$ cat config.mk
export PLATFORM = sky130hd
export DESIGN_NAME = priority_voice_slot_allocator_core
export DESIGN_NICKNAME = d
export VERILOG_FILES = /design/src/rtl/pvsa_pkg.sv /design/src/rtl/pvsa_cell.sv /design/src/rtl/priority_voice_slot_allocator_core.sv
export SDC_FILE = /design/constraint.sdc
export NUM_CORES = 2
export LEC_CHECK = 0
export BUFFER_PORTS_ARGS = -buffer_cell sky130_fd_sc_hd__buf_4
export CORE_MARGIN = 1.5
export CORE_UTILIZATION = 50
export CTS_CLUSTER_SIZE = 10
export DETAILED_ROUTE_END_ITERATION = 12
export PLACE_DENSITY_LB_ADDON = 0.2
export SYNTH_ARGS = -nofsm -noshare
export SYNTH_HDL_FRONTEND = slang
export SYNTH_SLANG_ARGS = --single-unit
$ cat constraint.sdc
create_clock -name aclk -period 7.2 [get_ports aclk]
set_input_delay 0 -clock aclk [delete_from_list [all_inputs] [get_ports aclk]]
set_output_delay 0 -clock aclk [all_outputs]
set_load 0.005 [all_outputs]
$ cat src/rtl/pvsa_pkg.sv
// ----------------------------------------------------------------------------
// pvsa_pkg: shared types for the priority voice slot allocator
// Beat payloads, the command that all cells see, the carry that moves along
// the cell chain and the commit strobe for a granted play.
// ----------------------------------------------------------------------------
package pvsa_pkg;

    // Wide enough to hold every slot position and the "no slot" code.
    localparam int IDX_W = 9;

    typedef enum logic [2:0] {
        MODE_PLAY     = 3'd0,
        MODE_STOP     = 3'd1,
        MODE_QUERY    = 3'd2,
        MODE_SET_VOL  = 3'd3,
        MODE_READ_VOL = 3'd4,
        MODE_SET_RATE = 3'd5,
        MODE_READ_RATE = 3'd6,
        MODE_END      = 3'd7
    } mode_t;

    typedef struct packed {
        mode_t              mode;
        logic [4:0]         slot_index;
        logic [15:0]        id_version;
        logic [7:0]         buffer_id;
        logic signed [15:0] priority_req;
        logic [15:0]        volume_value;
        logic [15:0]        rate_value;
        logic               loop_flag;
    } in_beat_t;

    typedef struct packed {
        logic        ok;
        logic [4:0]  result_slot;
        logic [15:0] result_version;
        logic [15:0] read_value;
        logic        stole_voice;
    } out_beat_t;

    typedef struct packed {
        in_beat_t         beat;
        logic             idx_ok;
        logic [IDX_W-1:0] idx;
    } cmd_t;

    typedef struct packed {
        logic               valid;
        logic               found_free;
        logic               have_pick;
        logic signed [15:0] lowest;
        logic [IDX_W-1:0]   pick;
        logic [15:0]        pick_ver;
        logic               ok;
        logic [15:0]        rval;
    } carry_t;

    typedef struct packed {
        logic             en;
        logic [IDX_W-1:0] idx;
    } commit_t;

endpackage

$ cat src/rtl/pvsa_cell.sv
// ----------------------------------------------------------------------------
// pvsa_cell: one voice slot of the allocator chain
// Holds the state of a single slot, applies voice id operations that address
// it and folds its own entry into the play scan carry before passing it on.
// ----------------------------------------------------------------------------
module pvsa_cell #(
    parameter int CELL_POS = 0
) (
    input  logic              aclk,
    input  logic              aresetn,
    input  pvsa_pkg::cmd_t    cmd,
    input  pvsa_pkg::commit_t commit,
    input  pvsa_pkg::carry_t  carry_in,
    output pvsa_pkg::carry_t  carry_out
);

    localparam logic [pvsa_pkg::IDX_W-1:0] MY_POS = CELL_POS[pvsa_pkg::IDX_W-1:0];

    logic               active_reg, active_next;
    logic [15:0]        version_reg, version_next;
    logic signed [15:0] prio_reg, prio_next;
    logic [15:0]        volume_reg, volume_next;
    logic [15:0]        rate_reg, rate_next;
    logic               loops_reg, loops_next;
    logic [7:0]         buffer_reg, buffer_next;
    pvsa_pkg::carry_t   carry_reg, carry_next;
    logic               hit;
    logic               id_match;

    assign hit      = carry_in.valid && cmd.idx_ok && (cmd.idx == MY_POS);
    assign id_match = hit && active_reg && (version_reg == cmd.beat.id_version);

    always_comb begin
        active_next  = active_reg;
        version_next = version_reg;
        prio_next    = prio_reg;
        volume_next  = volume_reg;
        rate_next    = rate_reg;
        loops_next   = loops_reg;
        buffer_next  = buffer_reg;
        carry_next   = carry_in;

        if (commit.en && (commit.idx == MY_POS)) begin
            active_next  = 1'b1;
            version_next = version_reg + 16'd1;
            prio_next    = cmd.beat.priority_req;
            volume_next  = cmd.beat.volume_value;
            rate_next    = cmd.beat.rate_value;
            loops_next   = cmd.beat.loop_flag;
            buffer_next  = cmd.beat.buffer_id;
        end else if (carry_in.valid) begin
            unique case (cmd.beat.mode)
                pvsa_pkg::MODE_PLAY: begin
                    if (!carry_in.found_free) begin
                        if (!active_reg) begin
                            carry_next.found_free = 1'b1;
                            carry_next.have_pick  = 1'b1;
                            carry_next.pick       = MY_POS;
                            carry_next.pick_ver   = version_reg;
                        end else if (prio_reg < carry_in.lowest) begin
                            carry_next.lowest    = prio_reg;
                            carry_next.have_pick = 1'b1;
                            carry_next.pick      = MY_POS;
                            carry_next.pick_ver  = version_reg;
                        end
                    end
                end
                pvsa_pkg::MODE_END: begin
                    if (hit && active_reg && !loops_reg) begin
                        active_next   = 1'b0;
                        carry_next.ok = 1'b1;
                    end
                end
                pvsa_pkg::MODE_STOP: begin
                    if (id_match) begin
                        active_next   = 1'b0;
                        carry_next.ok = 1'b1;
                    end
                end
                pvsa_pkg::MODE_QUERY: begin
                    if (id_match) begin
                        carry_next.ok = 1'b1;
                    end
                end
                pvsa_pkg::MODE_SET_VOL: begin
                    if (id_match) begin
                        volume_next   = cmd.beat.volume_value;
                        carry_next.ok = 1'b1;
                    end
                end
                pvsa_pkg::MODE_READ_VOL: begin
                    if (id_match) begin
                        carry_next.rval = volume_reg;
                        carry_next.ok   = 1'b1;
                    end
                end
                pvsa_pkg::MODE_SET_RATE: begin
                    if (id_match) begin
                        rate_next     = cmd.beat.rate_value;
                        carry_next.ok = 1'b1;
                    end
                end
                pvsa_pkg::MODE_READ_RATE: begin
                    if (id_match) begin
                        carry_next.rval = rate_reg;
                        carry_next.ok   = 1'b1;
                    end
                end
                default: begin
                end
            endcase
        end
    end

    always_ff @(posedge aclk) begin
        if (!aresetn) begin
            active_reg      <= 1'b0;
            version_reg     <= 16'd0;
            carry_reg.valid <= 1'b0;
        end else begin
            active_reg  <= active_next;
            version_reg <= version_next;
            carry_reg   <= carry_next;
        end
    end

    always_ff @(posedge aclk) begin
        prio_reg   <= prio_next;
        volume_reg <= volume_next;
        rate_reg   <= rate_next;
        loops_reg  <= loops_next;
        buffer_reg <= buffer_next;
    end

    assign carry_out = carry_reg;

endmodule

$ cat src/rtl/priority_voice_slot_allocator_core.sv
// ----------------------------------------------------------------------------
// priority_voice_slot_allocator_core: voice slot table with priority stealing
// Allocates, addresses and frees voice slots through versioned voice ids.
// ----------------------------------------------------------------------------
// One beat is processed at a time. A carry walks through the row of SLOTS
// slot cells, one cell per cycle; a register captures the end of the walk,
// and once the output register is free the result beat is formed and, for a
// granted play, the chosen slot is loaded. s_ready is high while no beat is
// in progress, even when the previous result is still waiting on m_ready.
// After reset the block is ready at once.
module priority_voice_slot_allocator_core #(
    parameter int SLOTS = 16
) (
    input  logic                aclk,
    input  logic                aresetn,
    input  logic                s_valid,
    output logic                s_ready,
    input  pvsa_pkg::in_beat_t  s_data,
    output logic                m_valid,
    input  logic                m_ready,
    output pvsa_pkg::out_beat_t m_data
);

    localparam int IW = pvsa_pkg::IDX_W;
    localparam logic [IW-1:0] NO_SLOT = SLOTS[IW-1:0];

    typedef enum logic [1:0] {
        ST_IDLE,
        ST_SCAN,
        ST_DONE
    } state_t;

    state_t              state_reg;
    pvsa_pkg::cmd_t      cmd_reg;
    logic                launch_reg;
    pvsa_pkg::carry_t    res_reg;
    logic                m_valid_reg;
    pvsa_pkg::out_beat_t m_data_reg;
    pvsa_pkg::out_beat_t result;
    pvsa_pkg::commit_t   commit;
    pvsa_pkg::carry_t    chain [SLOTS+1];
    logic                accept;
    logic                out_free;
    logic [IW-1:0]       idx_ext;

    assign s_ready  = (state_reg == ST_IDLE);
    assign accept   = s_valid && s_ready;
    assign out_free = !m_valid_reg || m_ready;
    assign idx_ext  = IW'(s_data.slot_index);

    always_comb begin
        chain[0]            = '0;
        chain[0].valid      = launch_reg;
        chain[0].lowest     = cmd_reg.beat.priority_req;
    end

    genvar g;
    generate
        for (g = 0; g < SLOTS; g++) begin : g_cell
            pvsa_cell #(
                .CELL_POS(g)
            ) u_cell (
                .aclk     (aclk),
                .aresetn  (aresetn),
                .cmd      (cmd_reg),
                .commit   (commit),
                .carry_in (chain[g]),
                .carry_out(chain[g+1])
            );
        end
    endgenerate

    always_comb begin
        result.ok             = res_reg.ok;
        result.result_slot    = 5'(NO_SLOT);
        result.result_version = 16'd0;
        result.read_value     = res_reg.rval;
        result.stole_voice    = 1'b0;
        if (cmd_reg.beat.mode == pvsa_pkg::MODE_PLAY) begin
            result.ok         = res_reg.have_pick;
            result.read_value = 16'd0;
            if (res_reg.have_pick) begin
                result.result_slot    = 5'(res_reg.pick);
                result.result_version = res_reg.pick_ver + 16'd1;
                result.stole_voice    = !res_reg.found_free;
            end
        end
    end

    assign commit.en  = (state_reg == ST_DONE) && out_free &&
                        (cmd_reg.beat.mode == pvsa_pkg::MODE_PLAY) && res_reg.have_pick;
    assign commit.idx = res_reg.pick;

    always_ff @(posedge aclk) begin
        if (!aresetn) begin
            state_reg   <= ST_IDLE;
            launch_reg  <= 1'b0;
            m_valid_reg <= 1'b0;
        end else begin
            launch_reg <= accept;
            if (m_ready && !((state_reg == ST_DONE) && out_free)) begin
                m_valid_reg <= 1'b0;
            end
            unique case (state_reg)
                ST_IDLE: begin
                    if (accept) begin
                        cmd_reg.beat   <= s_data;
                        cmd_reg.idx    <= idx_ext;
                        cmd_reg.idx_ok <= ({4'd0, s_data.slot_index} < 9'(SLOTS)) &&
                                          (idx_ext < NO_SLOT);
                        state_reg      <= ST_SCAN;
                    end
                end
                ST_SCAN: begin
                    if (chain[SLOTS].valid) begin
                        res_reg   <= chain[SLOTS];
                        state_reg <= ST_DONE;
                    end
                end
                ST_DONE: begin
                    if (out_free) begin
                        m_data_reg  <= result;
                        m_valid_reg <= 1'b1;
                        state_reg   <= ST_IDLE;
                    end
                end
                default: begin
                    state_reg <= ST_IDLE;
                end
            endcase
        end
    end

    assign m_valid = m_valid_reg;
    assign m_data  = m_data_reg;

endmodule

==> results.md <==
- Drt wl/cell: about 25 microns
- Area added between synthesis and finish: 13.3%
- Synth Net Count: between 6000 and 7000
- TritonCTS clock tree: done
- Fillers: 14184
- Final wirelength: roughly 230000 microns
- Yosys warns: 0
- Kind of critical path: flip-flop to flip-flop
- Die ar.: 183000 sq um
- Fin. max-slew vios: 0
- Via/cell ratio: 5.84
- Initial core utilization: between 50% and 60%
- Post-route ant nets: 0
- Leakage: ~36 nW
- Post-Place Setup Slack: about 2.2 ns
- Total core area: between 150000 and 200000 sq um
- Worst path max stage delay: 0.94 ns
- Total GRT Usage: 25.0%
- Worst IR Drop VDD: 0.224 mV
- DP HPWL: about 150000 microns
- Area leader, netlist: edfxtp_1
- Count of state elements after synthesis: a little over 2000
- CTS sink count: roughly 2100
- Final Util: a little under three fifths
- Final setup fails: 0
- Most common cell after layout, fill and taps aside: edfxtp_1
- Height of the die: about 430 microns
- Initial DRC Count: roughly 5000
- Final Hold Fails: 0
- CP Cell Sequence: nor4b_4 -> inv_2 -> nor4_4 -> nand2_1 -> inv_1 -> nor2_1 -> buf_4 -> nand2_1 -> a22o_1
- Post-Syn Area: around 90000 sq um
- Area share of the largest cell type after synthesis: between 50% and 60%
- Vias: 54454
- Initial antenna violation count: 5
- Fin Clk Skew: slightly below 0.09 ns
- Critical Path RT: about 7.9 ns
- Finished Layout Cells: about 9300
- Synth area leaders: edfxtp_1, dfxtp_1, mux2_2, ha_1, xnor2_1
- Final setup margin: about 2.1 ns
- H-Tree Depth: 4
- Num rows: 155
- Largest register FFs: 865
- Final min period: roughly 5.1 ns
- GRT overflow: 0
- Mean area per synthesized cell: ~14 sq um
- Final Instance Area: between 100000 and 150000 sq um
- Clock slew at reported path FFs: ~0.06 ns
- Sequential share of the synthesized area: around 66%
- Max-cap viol count: 0
- Cell mode on critical path: nand2_1
- Clock buffer depth: 3
- Final nets: ~7200
- Post-place instance area: 93700 sq um
- Critical path's slowest cell: inv_1
- # DRC: 0
- Commonest cells after routing, fill and taps aside: edfxtp_1, nand2_1, mux2_2
- Distinct cells, synth: between 90 and 100
- Die X: about 430 microns
- Fmax: about 200 MHz
- CP Max Fanout: 24
- Root Driver: clkbuf_16
- RSZ-0062 raised after global routing: no
- I/O Buffers: between 100 and 150
- First-pass GRT wire length: approximately 340000 microns
- Fraction of registers with async set/reset: 0%
- Ports: ~130
- Vias in the first global route: roughly 54000
- Largest net degree at the start of global routing: 177
- RePlAce Congestion: 0.921
- CTS Buf Count: 230
- Placed insts: ~8800
- Kind of end point of the critical path: flip-flop
- Slew HR: 14.6%
- Setup_tns: 0 ns
- Post-synth EDFFs: 1785
- Post-CTS sizing: 0
- Worst slew pin tran: 1.28 ns
- Worst skew pair latency: around 0.90 ns
- Layout cells sized above 1: between 10% and 20%
- CP startpoint kind: flip-flop
- Outcome: completed
- Period utilization: about 71%
- TritonRoute pass-1 iters: 5
- WP data arrival: around 5.8 ns
- HP Class: input port to flip-flop
- Post-Syn Instances: approximately 6500
- Top FF cell, synth: edfxtp_1
- Pwr/cell area: ~250 nW/um^2
-- stage by stage --
stage               hold WS, ns  total power [mW]
detailed placement        0.179              14.6
CTS                       0.150              25.3
global placement          0.178              14.6
finish                    0.204              25.1
global route              0.174              25.8
floorplan                0.0989              14.2
-- worst paths after layout --
| check | slack [ns] | cells past startpoint | endpoint | from |
|---|---|---|---|---|
| max | 2.11 | 9 | g_cell[2].u_cell.carry_out[2] | cmd_reg[88] |
| min | 0.20 | 2 | g_cell[2].u_cell.carry_out[10] | aresetn |
| max reg2reg | 2.11 | 9 | g_cell[2].u_cell.carry_out[2] | cmd_reg[88] |
| min reg2reg | 0.41 | 0 | res_reg[19] | g_cell[15].u_cell.carry_out[19] |
-- area by class of cell --
class	count	area, sq um	area share (%)
flip-flops and latches	2077	59400	58.3
multi-input cells	3843	28500	27.9
clock buffers	347	6260	6.14
repair buffers	367	3220	3.16
well taps	2355	2950	2.89
inverters	309	1160	1.14
clock inverters	18	435	0.427
diodes	2	5.00	0.00491
-- cells in the mapped netlist, types with 12 or more instances --
cell type  number
a211oi_1       25
a21boi_0       49
a21o_1         13
a21oi_1        87
a22o_1        145
a22oi_1       177
a31o_2         12
a31oi_1        15
and2_1        253
and3_1         74
and4_1         16
buf_2          63
clkbuf_1      203
dfxtp_1       292
edfxtp_1     1785
ha_1          257
inv_1         299
mux2_2        425
nand2_1       440
nand2b_1       50
nand3_1       113
nand4_1       137
nor2_1        168
nor2b_1        64
nor3_1         89
nor4_1         45
o211ai_1       15
o21a_1         15
o21ai_0       316
o21bai_1       24
o221a_2        14
o22ai_1        31
o2bb2ai_1      17
o31ai_1        16
o32ai_1        15
or2_2          35
or3_1          48
or4_1          13
xnor2_1       258
xor2_1        216
-- routing by layer --
layer	share of wire, %	global-route usage, %	vias to the layer above
met3	5.7	3.46	416
met5	0.0057	0	-
met4	4.2	10.4	2
met1	43	34.4	27269
met2	47	39.8	1817
li1	-	-	24950
-- critical path: cells and delay by family, from the launching register on --
kind,cells,cell delay (ns)
and+or+nand+nor,5,2.36
buffers and inverters,3,1.63
DFF,1,0.64
AOI/OAI and AO/OA,1,0.27
-- cell families (layout without fill, tap and decap cells) --
group	Yosys count	count (layout)	synth area share, %
mux	439	439	5.49
flops	2077	2077	66.0
other cells	0	2	0
compound gates	1062	1062	8.17
fa+ha+maj	257	257	3.57
xor+xnor	474	474	4.61
simple gates	1611	1611	9.56
buf+inv	585	1041	2.55
-- report_power, final --
part           switching (mW)  total [mW]  internal, mW
Sequential              0.168        13.5          13.4
Clock                    4.64        10.6          5.98
Combinational           0.545       0.935         0.391
Total                    5.35        25.1          19.7
-- what timing repair did --
item | CTS | global route
endpoints found under the hold margin | 193 | 0
setup buffers | 0 | 0
hold buffers | 152 | 0
Note: power is estimated with default switching activity, not from simulation.
